--- src/rtl/core/att_pkg.sv ---
// ----------------------------------------------------------------------------
// att_pkg: shared types and constants for the allocation tracking table
// Kinds, status codes, table geometry and the front-to-back command type.
// ----------------------------------------------------------------------------
package att_pkg;

	localparam int BUCKETS   = 4096;
	localparam int WAYS      = 4;
	localparam int ADDR_BITS = 48;
	localparam int BKT_BITS  = $clog2(BUCKETS);
	localparam int WAY_BITS  = (WAYS > 1) ? $clog2(WAYS) : 1;
	localparam int SLOT_BITS = BKT_BITS + $clog2(WAYS);
	localparam int LIVE_BITS = 15;

	localparam logic [63:0] MIX_C1 = 64'hbf58476d1ce4e5b9;
	localparam logic [63:0] MIX_C2 = 64'h94d049bb133111eb;

	typedef enum logic [1:0] {
		KIND_RECORD  = 2'd0,
		KIND_RELEASE = 2'd1,
		KIND_UNMAP   = 2'd2,
		KIND_MOVE    = 2'd3
	} kind_t;

	localparam logic [1:0] ST_OK      = 2'd0;
	localparam logic [1:0] ST_UNKNOWN = 2'd1;
	localparam logic [1:0] ST_FULL    = 2'd2;
	localparam logic [1:0] TYPE_MOVED = 2'd2;

	// Classified command from the front part
	typedef struct packed {
		logic                 do_remove;   // look up and remove rm_addr
		logic                 unknown_err; // flag unknown if remove misses
		logic                 do_insert;   // record ins_addr
		logic [ADDR_BITS-1:0] rm_addr;
		logic [ADDR_BITS-1:0] ins_addr;
		logic [31:0]          cnt;
		logic [31:0]          sz;
		logic [1:0]           ty;
	} cmd_t;

	typedef struct packed {
		logic [1:0]           status;
		logic                 replaced;
		logic [LIVE_BITS-1:0] live;
		logic [63:0]          total;
		logic [31:0]          allocs;
		logic [31:0]          rels;
	} res_t;

endpackage

--- src/rtl/core/att_front.sv ---
// ----------------------------------------------------------------------------
// att_front: event classification
// Turns one input beat into a remove/insert command for the back part.
// ----------------------------------------------------------------------------
module att_front import att_pkg::*; (
	input  logic                 clk,
	input  logic                 arst_n,
	input  logic                 push,
	output logic                 full,
	input  logic [1:0]           kind,
	input  logic [ADDR_BITS-1:0] address,
	input  logic [ADDR_BITS-1:0] new_address,
	input  logic [31:0]          elem_count,
	input  logic [31:0]          elem_size,
	input  logic [1:0]           alloc_type,
	output logic                 cmd_valid,
	input  logic                 cmd_ready,
	output cmd_t                 cmd
);

	cmd_t cls;
	logic vld_q;
	cmd_t cmd_q;
	logic [1:0] k;

	always_comb begin
		k = kind;
		if (k == KIND_MOVE && elem_size == 32'd0)
			k = KIND_RELEASE;
		cls = '0;
		cls.rm_addr  = address;
		cls.ins_addr = address;
		cls.cnt      = elem_count;
		cls.sz       = elem_size;
		cls.ty       = alloc_type;
		case (k)
			KIND_RECORD: begin
				cls.do_remove = (elem_count != 32'd0) && (elem_size != 32'd0);
				cls.do_insert = cls.do_remove;
			end
			KIND_RELEASE: begin
				cls.do_remove   = (address != '0);
				cls.unknown_err = 1'b1;
			end
			KIND_UNMAP: begin
				cls.do_remove = 1'b1;
			end
			default: begin
				cls.do_remove = 1'b1;
				cls.do_insert = 1'b1;
				cls.ins_addr  = new_address;
				cls.cnt       = 32'd1;
				cls.ty        = TYPE_MOVED;
			end
		endcase
	end

	assign full = vld_q && !cmd_ready;

	always_ff @(posedge clk or negedge arst_n) begin
		if (!arst_n) begin
			vld_q <= 1'b0;
		end else if (push && !full) begin
			vld_q <= 1'b1;
		end else if (cmd_ready) begin
			vld_q <= 1'b0;
		end
	end

	always_ff @(posedge clk) begin
		if (push && !full)
			cmd_q <= cls;
	end

	assign cmd_valid = vld_q;
	assign cmd       = cmd_q;

endmodule

--- config.mk ---
export PLATFORM = sky130hd
export DESIGN_NAME = att_front
export DESIGN_NICKNAME = d
export VERILOG_FILES = /design/src/rtl/core/att_pkg.sv /design/src/rtl/core/att_front.sv
export SDC_FILE = /design/constraint.sdc
export NUM_CORES = 1
export LEC_CHECK = 0
export ABC_AREA = 1
export BUFFER_PORTS_ARGS = -buffer_cell sky130_fd_sc_hd__buf_4
export CAP_MARGIN = 20
export CORE_ASPECT_RATIO = 0.8
export CORE_MARGIN = 4
export CORE_UTILIZATION = 34
export DETAILED_ROUTE_END_ITERATION = 7
export GPL_ROUTABILITY_DRIVEN = 0
export REMOVE_ABC_BUFFERS = 1
export SLEW_MARGIN = 15
export SYNTH_ARGS = -nofsm -noshare
export SYNTH_HDL_FRONTEND = slang
export SYNTH_SLANG_ARGS = --single-unit
--- constraint.sdc ---
create_clock -name clk -period 18.6 [get_ports clk]
set_input_delay 2.79 -clock clk [delete_from_list [all_inputs] [get_ports clk]]
set_output_delay 2.79 -clock clk [all_outputs]
set_load 0.02 [all_outputs]
==> results.md, run 1 <==
- Post-synthesis register bit count: 166
- Seq pwr share: 48.3%
- Max Freq: 0.165 GHz
- CTS Buf Count: 17
- Largest cells by area after synthesis: edfxtp_1 76%, nand2_1 9.3%, nand4_1 5.2%
- Largest net degree at the start of global routing: 84
- Grt ovf: 0
- Final setup vio count: 0
- Hold depth: 2
- Most frequent cell after synthesis: edfxtp_1
- Reg2reg start: cmd_valid
- Drt total wl: 19,600 microns
- Cell taking the most area after synthesis: edfxtp_1
- Sw frac: 26.6%
- DRT Pass-1 Iters: 6
- First-pass GRT wire length: 28,700 microns
- Logic pwr share: 14.1%
- CTS tree: done
- Area growth syn-to-layout: 51.1%
- Crit Path Max Fanout: 2
- FF-to-FF End: cmd[64]
- Root buf cell: clkbuf_16
- Critical setup path kind: input port to primary output
- H-tree lvl count: 4
- Initial DRC count: 303
- Via Count: 5,118
- Initial antenna violation count: 0
- GR Util All Layers: 17.4%
- CP arrival: 3.27 ns
- Reg2reg setup slack: 16.39 ns
- Delay-heaviest family, CP: buffers and inverters
- Initial core utilization: 34.6%
- Maximum VDD drop: 0.0621 mV
- Unrepaired setup endpoints after global routing: false
- Worst path buffer plus inverter count: 4
- Min-Delay Endpoint: cmd_valid
- Via density: 4.51
- Max-cap violations: 0
- Req. time, crit path: 15.81 ns
- Slew Limit Headroom: 41.7%
- Status: completed
- Avg WL per Cell: 17.3 microns
- Die ar.: 0.0216 sq mm
- Critical path capture point type: primary output
- Final hold vios: 0
- EDFF count, synth: 165
- Post-synth top area share: 75.6%
- Beginning of the worst hold path: cmd_valid
- Sequential share of the synthesized area: 75.9%
- Cell area after synthesis: 0.00656 sq mm
- Sw power: 245 uW
- Vias in the first global route: 5,066
- Die width: 163 microns
- Setup Buffers After CTS: 0
- Num rows: 45
- Reg2reg path depth: 5
- Filler Cells Inserted: 1,695
- Slew @ Worst Pin: 0.875 ns
- Cts repair resizes: 0
- Clock buffer depth: 2
- CTS hold repair buffers: 0
- Final worst path period share: 32.6%
- TNS Setup: 0 ns
- Worst path slowest cell: buf_4
- Fin cells: 1,134
- Clock share of power: 37.6%
- Ant diodes: 0
- Final net count: 1,031
- Tmin final: 6.06 ns
- Synth unique cells: 14
- DP HPWL: 14,100 microns
- Syn Area/Cell: 12.4 sq um
- Synth Flop Type: edfxtp_1
- Worst-skew pair later-pin latency: 0.43 ns
- CTS sink count: 166
- CP startpoint kind: input port
- Core area: 0.0190 sq mm
- Die Ht: 132 microns
- Syn. warnings: 0
- Skew final: 0.00755 ns
- Async SR Flop Fraction: 0.602%
- Fin. max-slew vios: 0
- Reg clk slew, reported paths: 0.07 ns
- DRC Markers: 0
- Worst hold path class: flip-flop to flip-flop
- P per Cell Area: 92.9 mW/mm^2
- Ports: 335
- Commonest cells in the netlist: 165 x edfxtp_1, 162 x nand2_1, 72 x nor2_1
- Cells after Synth: 530
- Placed cells: 1,101
- Share of cells above drive strength 1: 43.6%
- Int Power: 676 uW
- CP peak stage delay: 0.16 ns
- Critical Path, Cell by Cell: buf_4, inv_1, nand2_1, inv_1, buf_4
- Static Leak: 0.00451 uW
- Port bufs: 334
- Antenna viol nets, final: 0
## worst max-delay path by stage
stage | startpoint | end | slack [ns] | depth (start not counted)
2_1_floorplan | cmd_ready | cmd[0] | 8.05 | 4
3_3_place_gp | cmd_ready | full | 12.51 | 5
3_5_place_dp | cmd_ready | full | 12.54 | 5
4_1_cts | cmd_ready | full | 12.54 | 5
5_1_grt | cmd_ready | full | 12.50 | 5
6_report | cmd_ready | full | 12.54 | 5
## logic make-up (layout without fill, tap and decap cells)
logic type	Yosys count	after routing	share of synthesized area [%]
buffers and inverters	71	417	5.02
and+or+nand+nor	292	292	18.9
AOI/OAI and AO/OA	1	1	0.115
DFF	166	166	75.9
## worst min-delay path, stage by stage (launching register included)
cell and delay (ns):
dfrtp_1 0.35, nand2_1 0.07, nand2_1 0.05
## cell usage in the layout (no fill, tap or decap), drive strengths merged
cell and n:
nand3 4, a21boi 1, nand4 54, clkbuf 17, inv 54, dfrtp 1
clkinv 6, nand2 162, edfxtp 165, nor2 72, buf 340
## state kept, by name, summed over array words and instances (netlist names)
signal	count
cmd	165
cmd_valid	1
## cell type report
class	count	area, sq um	share of cell area [%]
Timing Repair Buffer	340	2590	26.2
Sequential cell	166	4980	50.2
Clock buffer	17	425	4.29
Multi-Input combinational cell	293	1270	12.8
Inverter	45	169	1.70
Clock inverter	15	155	1.57
Tap cell	258	323	3.26
## per-layer routing
metal / wire length, microns / GRT usage, % / share of wire, % / vias up
li1: - / - / - / 2495
met5: 0 / 0 / 0 / -
met3: 2170 / 7.69 / 11 / 11
met1: 7550 / 20.2 / 39 / 2371
met4: 142 / 3.91 / 0.72 / 0
met2: 9750 / 29.7 / 50 / 241
## stage by stage
step | setup slack [ns] | total power, uW | hold WS [ns] | area [sq um] | util (%)
after floorplan | 8.05 | 511 | 0.600 | 6400 | -
after global placement | 12.51 | 583 | 0.504 | 9280 | 48.9
after detailed placement | 12.54 | 584 | 0.493 | 9300 | 49.0
after CTS | 12.54 | 932 | 0.512 | 9880 | 52.1
after global routing | 12.50 | 957 | 0.531 | 9910 | 52.2
final | 12.54 | 921 | 0.503 | 9910 | 52.2
## power by group through the flow
stage	combinational, uW	sequential (uW)	clock (uW)
5_1_grt	140	447	371
2_1_floorplan	24.2	486	0
3_3_place_gp	130	453	0
3_5_place_dp	131	453	0
6_report	130	445	346
4_1_cts	131	445	356
No activity file was read; power rests on OpenSTA's default activity.
==> run 2, diff against run 1 <==
Clock period 18.6 ns to 5.85 ns, I/O delays scaled along.
==> results.md, run 2 (same netlist as run 1, synthesis figures left out) <==
- Status: completed
- Crit Path Max Fanout: 83
- Final net count: 1,027
- Worst path slowest cell: nand3_4
- Design area: 0.00984 sq mm
- Final Core Density: 51.9%
- Die ar.: 0.0216 sq mm
- Post-DP Area: 0.00927 sq mm
- Slew Limit Headroom: 26.2%
- Drt total wl: 19,500 microns
- CP peak stage delay: 1.02 ns
- DP HPWL: 13,700 microns
- Final setup vio count: 0
- Via density: 4.52
- Cell mode on critical path: nand2_1
- CP startpoint kind: input port
- Skew final: 0.0135 ns
- CTS sink count: 166
- Max FFs per register: 165
- Initial antenna violation count: 0
- DRT Pass-1 Iters: 5
- Slew @ Worst Pin: 1.11 ns
- Crit path from: elem_size[23]
- Fin. max-slew vios: 0
- Area growth syn-to-layout: 50.1%
- Core area: 0.0190 sq mm
- CTS Buf Count: 17
- Root buf cell: clkbuf_16
- CP arrival: 3.50 ns
- Reg clk slew, reported paths: 0.07 ns
- CTS tree: done
- Commonest non-fill, non-tap cell in the layout: buf_4
- Critical setup path kind: input port to flip-flop
- Reg2reg start: cmd_valid
- Worst path buffer plus inverter count: 3
- Final worst path period share: 56.9%
- Area occupied by multi-input gates: 0.00127 sq mm
- Unrepaired setup endpoints after global routing: false
- Vias in the first global route: 5,120
- Final hold vios: 0
- Commonest cells after routing, fill and taps aside: 335 x buf_4, 165 x edfxtp_1, 161 x nand2_1, 71 x nor2_1, 54 x nand4_1
- Worst hold path class: input port to asynchronous set/reset pin
- Reg2reg path depth: 4
- Clock buffer depth: 2
- Ports: 335
- Num rows: 45
- Ant diodes: 0
- Maximum VDD drop: 0.168 mV
- Tmin final: 3.33 ns
- Max Freq: 0.300 GHz
- Req. time, crit path: 6.02 ns
- P per Cell Area: 296 mW/mm^2
- TNS Setup: 0 ns
- Tot Pwr: 2910 uW
- Largest net degree at the start of global routing: 166
- Initial core utilization: 34.6%
- Die Ht: 132 microns
- H-tree lvl count: 4
- Delay-heaviest family, CP: simple AND/OR/NAND/NOR gates
- Grt ovf: 0
- DRC Markers: 0
- Setup Buffers After CTS: 0
- Die width: 163 microns
- Static Leak: 0.00446 uW
- Flip-flop and latch area: 0.00498 sq mm
- Cts repair resizes: 0
- GR Util All Layers: 17.4%
- Critical path capture point type: flip-flop
- Max-cap violations: 0
- Share of cells above drive strength 1: 43.2%
- First-pass GRT wire length: 28,800 microns
- Via Count: 5,109
- Worst-skew pair later-pin latency: 0.42 ns
- Initial DRC count: 330
- Antenna viol nets, final: 0
- Filler Cells Inserted: 1,740
- Fin Hold WS: 0.216 ns
- Avg WL per Cell: 17.2 microns
- Port bufs: 334
- CTS hold repair buffers: 0
- Critical Path, Cell by Cell: buf_4, nor2_1, nand2_1, nor2_1, nand2_1, inv_1, nand2_2, nand3_4, nand2_1, inv_2
- Critical path depth in cells: 10
==> run 2: metal layers <==
layer	part of all wire, %	vias to the layer above	global-route usage (%)
met5	0	-	0
met4	1.1	0	5.08
met3	11	15	7.31
met2	50	230	29.4
met1	39	2385	20.2
li1	-	2479	-
==> run 2: power by group <==
| part | total, uW | switching [uW] | leakage, uW | internal [uW] |
|---|---|---|---|---|
| registers | 1420 | 19.6 | 0.00159 | 1400 |
| clock network | 1090 | 489 | 0.000276 | 596 |
| logic | 411 | 232 | 0.00259 | 179 |
| total | 2910 | 741 | 0.00446 | 2170 |
==> run 2: cell type report <==
cell class              count  share of cell area, %
repair buffers            336                   25.8
clock buffers              17                   4.32
well taps                 258                   3.28
clock inverters            15                   1.45
multi-input cells         293                   12.9
flip-flops and latches    166                   50.6
inverters                  45                   1.72
==> run 2: worst paths after layout <==
kind | end | slack (ns)
max | cmd[58] | 2.52
min | cmd_valid | 0.22
max reg2reg | cmd[131] | 3.93
min reg2reg | cmd_valid | 0.51
max in group asynchronous | cmd_valid | 5.55
min in group clk | cmd_valid | 0.51
==> run 2: stage by stage <==
stage / worst slack [ns] / instances
after floorplan: -2.79 / 504
after global placement: 2.02 / 1098
after detailed placement: 2.03 / 1098
after CTS: 2.48 / 1130
after global routing: 2.20 / 1130
final: 2.52 / 1130
==> run 3, diff against run 2 <==
Settings changed: PLACE_DENSITY set to 0.65.
Clock period 5.85 ns to 3 ns, I/O delays scaled along.
==> results.md, run 3 (same netlist as run 1, synthesis figures left out) <==
- Initial antenna violation count: 0
- Grt ovf: 0
- Final hold vios: 0
- Tot Pwr: 5690 uW
- Initial core utilization: 34.6%
- P per Cell Area: 573 mW/mm^2
- CTS Buf Count: 17
- CP startpoint kind: flip-flop
- DRT Pass-1 Iters: 5
- Port bufs: 334
- Ant diodes: 0
- Commonest non-fill, non-tap cell in the layout: buf_4
- Placed cells: 1,105
- Crit Path Max Fanout: 26
- Maximum VDD drop: 0.378 mV
- Avg WL per Cell: 17.0 microns
- Final WS setup: 1.26 ns
- Critical setup path kind: flip-flop to flip-flop
- M1 WL: 7560 microns
- CP arrival: 1.82 ns
- Filler Cells Inserted: 1,683
- Die ar.: 0.0216 sq mm
- Max FFs per register: 165
- Reg clk slew, reported paths: 0.07 ns
- Via Count: 5,175
- Num rows: 45
- Top routing layer in use: met4
- Unrepaired setup endpoints after global routing: false
- Critical path capture point type: flip-flop
- Design area: 0.00993 sq mm
- Skew final: 0.00747 ns
- Worst-skew pair later-pin latency: 0.41 ns
- Req. time, crit path: 3.08 ns
- Setup Buffers After CTS: 0
- Die Ht: 132 microns
- GR Util All Layers: 17.4%
- Root buf cell: clkbuf_16
- Initial DRC count: 425
- Place WS: 1.00 ns
- DRC Markers: 0
- Fin cells: 1,137
- Vias in the first global route: 5,151
- Fin. max-slew vios: 0
- Area growth syn-to-layout: 51.4%
- First-pass GRT wire length: 29,100 microns
- Final setup vio count: 0
- Final worst path period share: 57.9%
- Tmin final: 1.74 ns
- Routed wl met3: 1990 microns
- Final net count: 1,035
- Via density: 4.55
- Static Leak: 0.00449 uW
- Core area: 0.0190 sq mm
- Largest net degree at the start of global routing: 65
- Ports: 335
- Reg2reg setup slack: 1.26 ns
- Antenna viol nets, final: 0
- Drt total wl: 19,300 microns
- Slew @ Worst Pin: 0.576 ns
- Post-DP Area: 0.00935 sq mm
- Status: completed
- Max-cap violations: 0
- Clock buffer depth: 2
- CTS tree: done
- Worst hold path class: input port to flip-flop
- Max Freq: 0.575 GHz
- Routed wire length on met2: 9460 microns
- Share of cells above drive strength 1: 43.7%
- Slew Limit Headroom: 61.6%
- CTS sink count: 166
- H-tree lvl count: 4
- DP HPWL: 14,600 microns
- Die width: 163 microns
- Commonest cells after routing, fill and taps aside: 340 x buf_4, 165 x edfxtp_1, 161 x nand2_1, 71 x nor2_1, 54 x nand4_1
## run 3: final timing paths
kind                       cells after the start     startpoint        end
hold / removal                                 1  elem_size[28]    cmd[30]
setup reg to reg                               4      cmd_valid    cmd[49]
hold reg to reg                                2      cmd_valid  cmd_valid
setup / recovery                               4      cmd_valid    cmd[49]
max in group asynchronous                      2         arst_n  cmd_valid
min in group asynchronous                      2         arst_n  cmd_valid
## run 3: per-stage QoR
stage | setup TNS (ns) | hold slack [ns] | util, %
floorplan | -872.13 | 0.154 | -
global placement | 0 | 0.225 | 49.3
detailed placement | 0 | 0.226 | 49.3
CTS | 0 | 0.191 | 52.3
global route | 0 | 0.183 | 52.3
finish | 0 | 0.211 | 52.3
## run 3: what timing repair did
action / in CTS / in global routing
hold buffers: 1 / 0
resized for setup: 0 / 0
endpoints found under the hold margin: 1 / 0
## run 3: area by class of cell
| cell class | count | area (sq um) | share of cell area (%) |
|---|---|---|---|
| Multi-Input combinational cell | 293 | 1270 | 12.8 |
| Tap cell | 258 | 323 | 3.25 |
| Clock inverter | 14 | 143 | 1.44 |
| Timing Repair Buffer | 344 | 2620 | 26.4 |
| Sequential cell | 166 | 4980 | 50.2 |
| Clock buffer | 17 | 425 | 4.28 |
| Inverter | 45 | 169 | 1.70 |
## run 3: power by group
part / internal (uW) / switching [uW] / leakage, uW / total [uW]
logic: 358 / 456 / 0.00264 / 814
clock network: 1160 / 949 / 0.000263 / 2110
registers: 2720 / 36.8 / 0.00159 / 2760
## run 3: routing by layer
layer,up-vias,GRT usage [%]
met3,22,6.60
met2,240,28.7
li1,2493,-
met5,-,0
met4,0,5.03
met1,2420,21.6
## run 3: critical path, stage by stage (launching register included)
cell and delay [ns]:
dfrtp_1 0.38, nand2_1 0.09, inv_1 0.07, nor2_4 0.40
buf_4 0.42
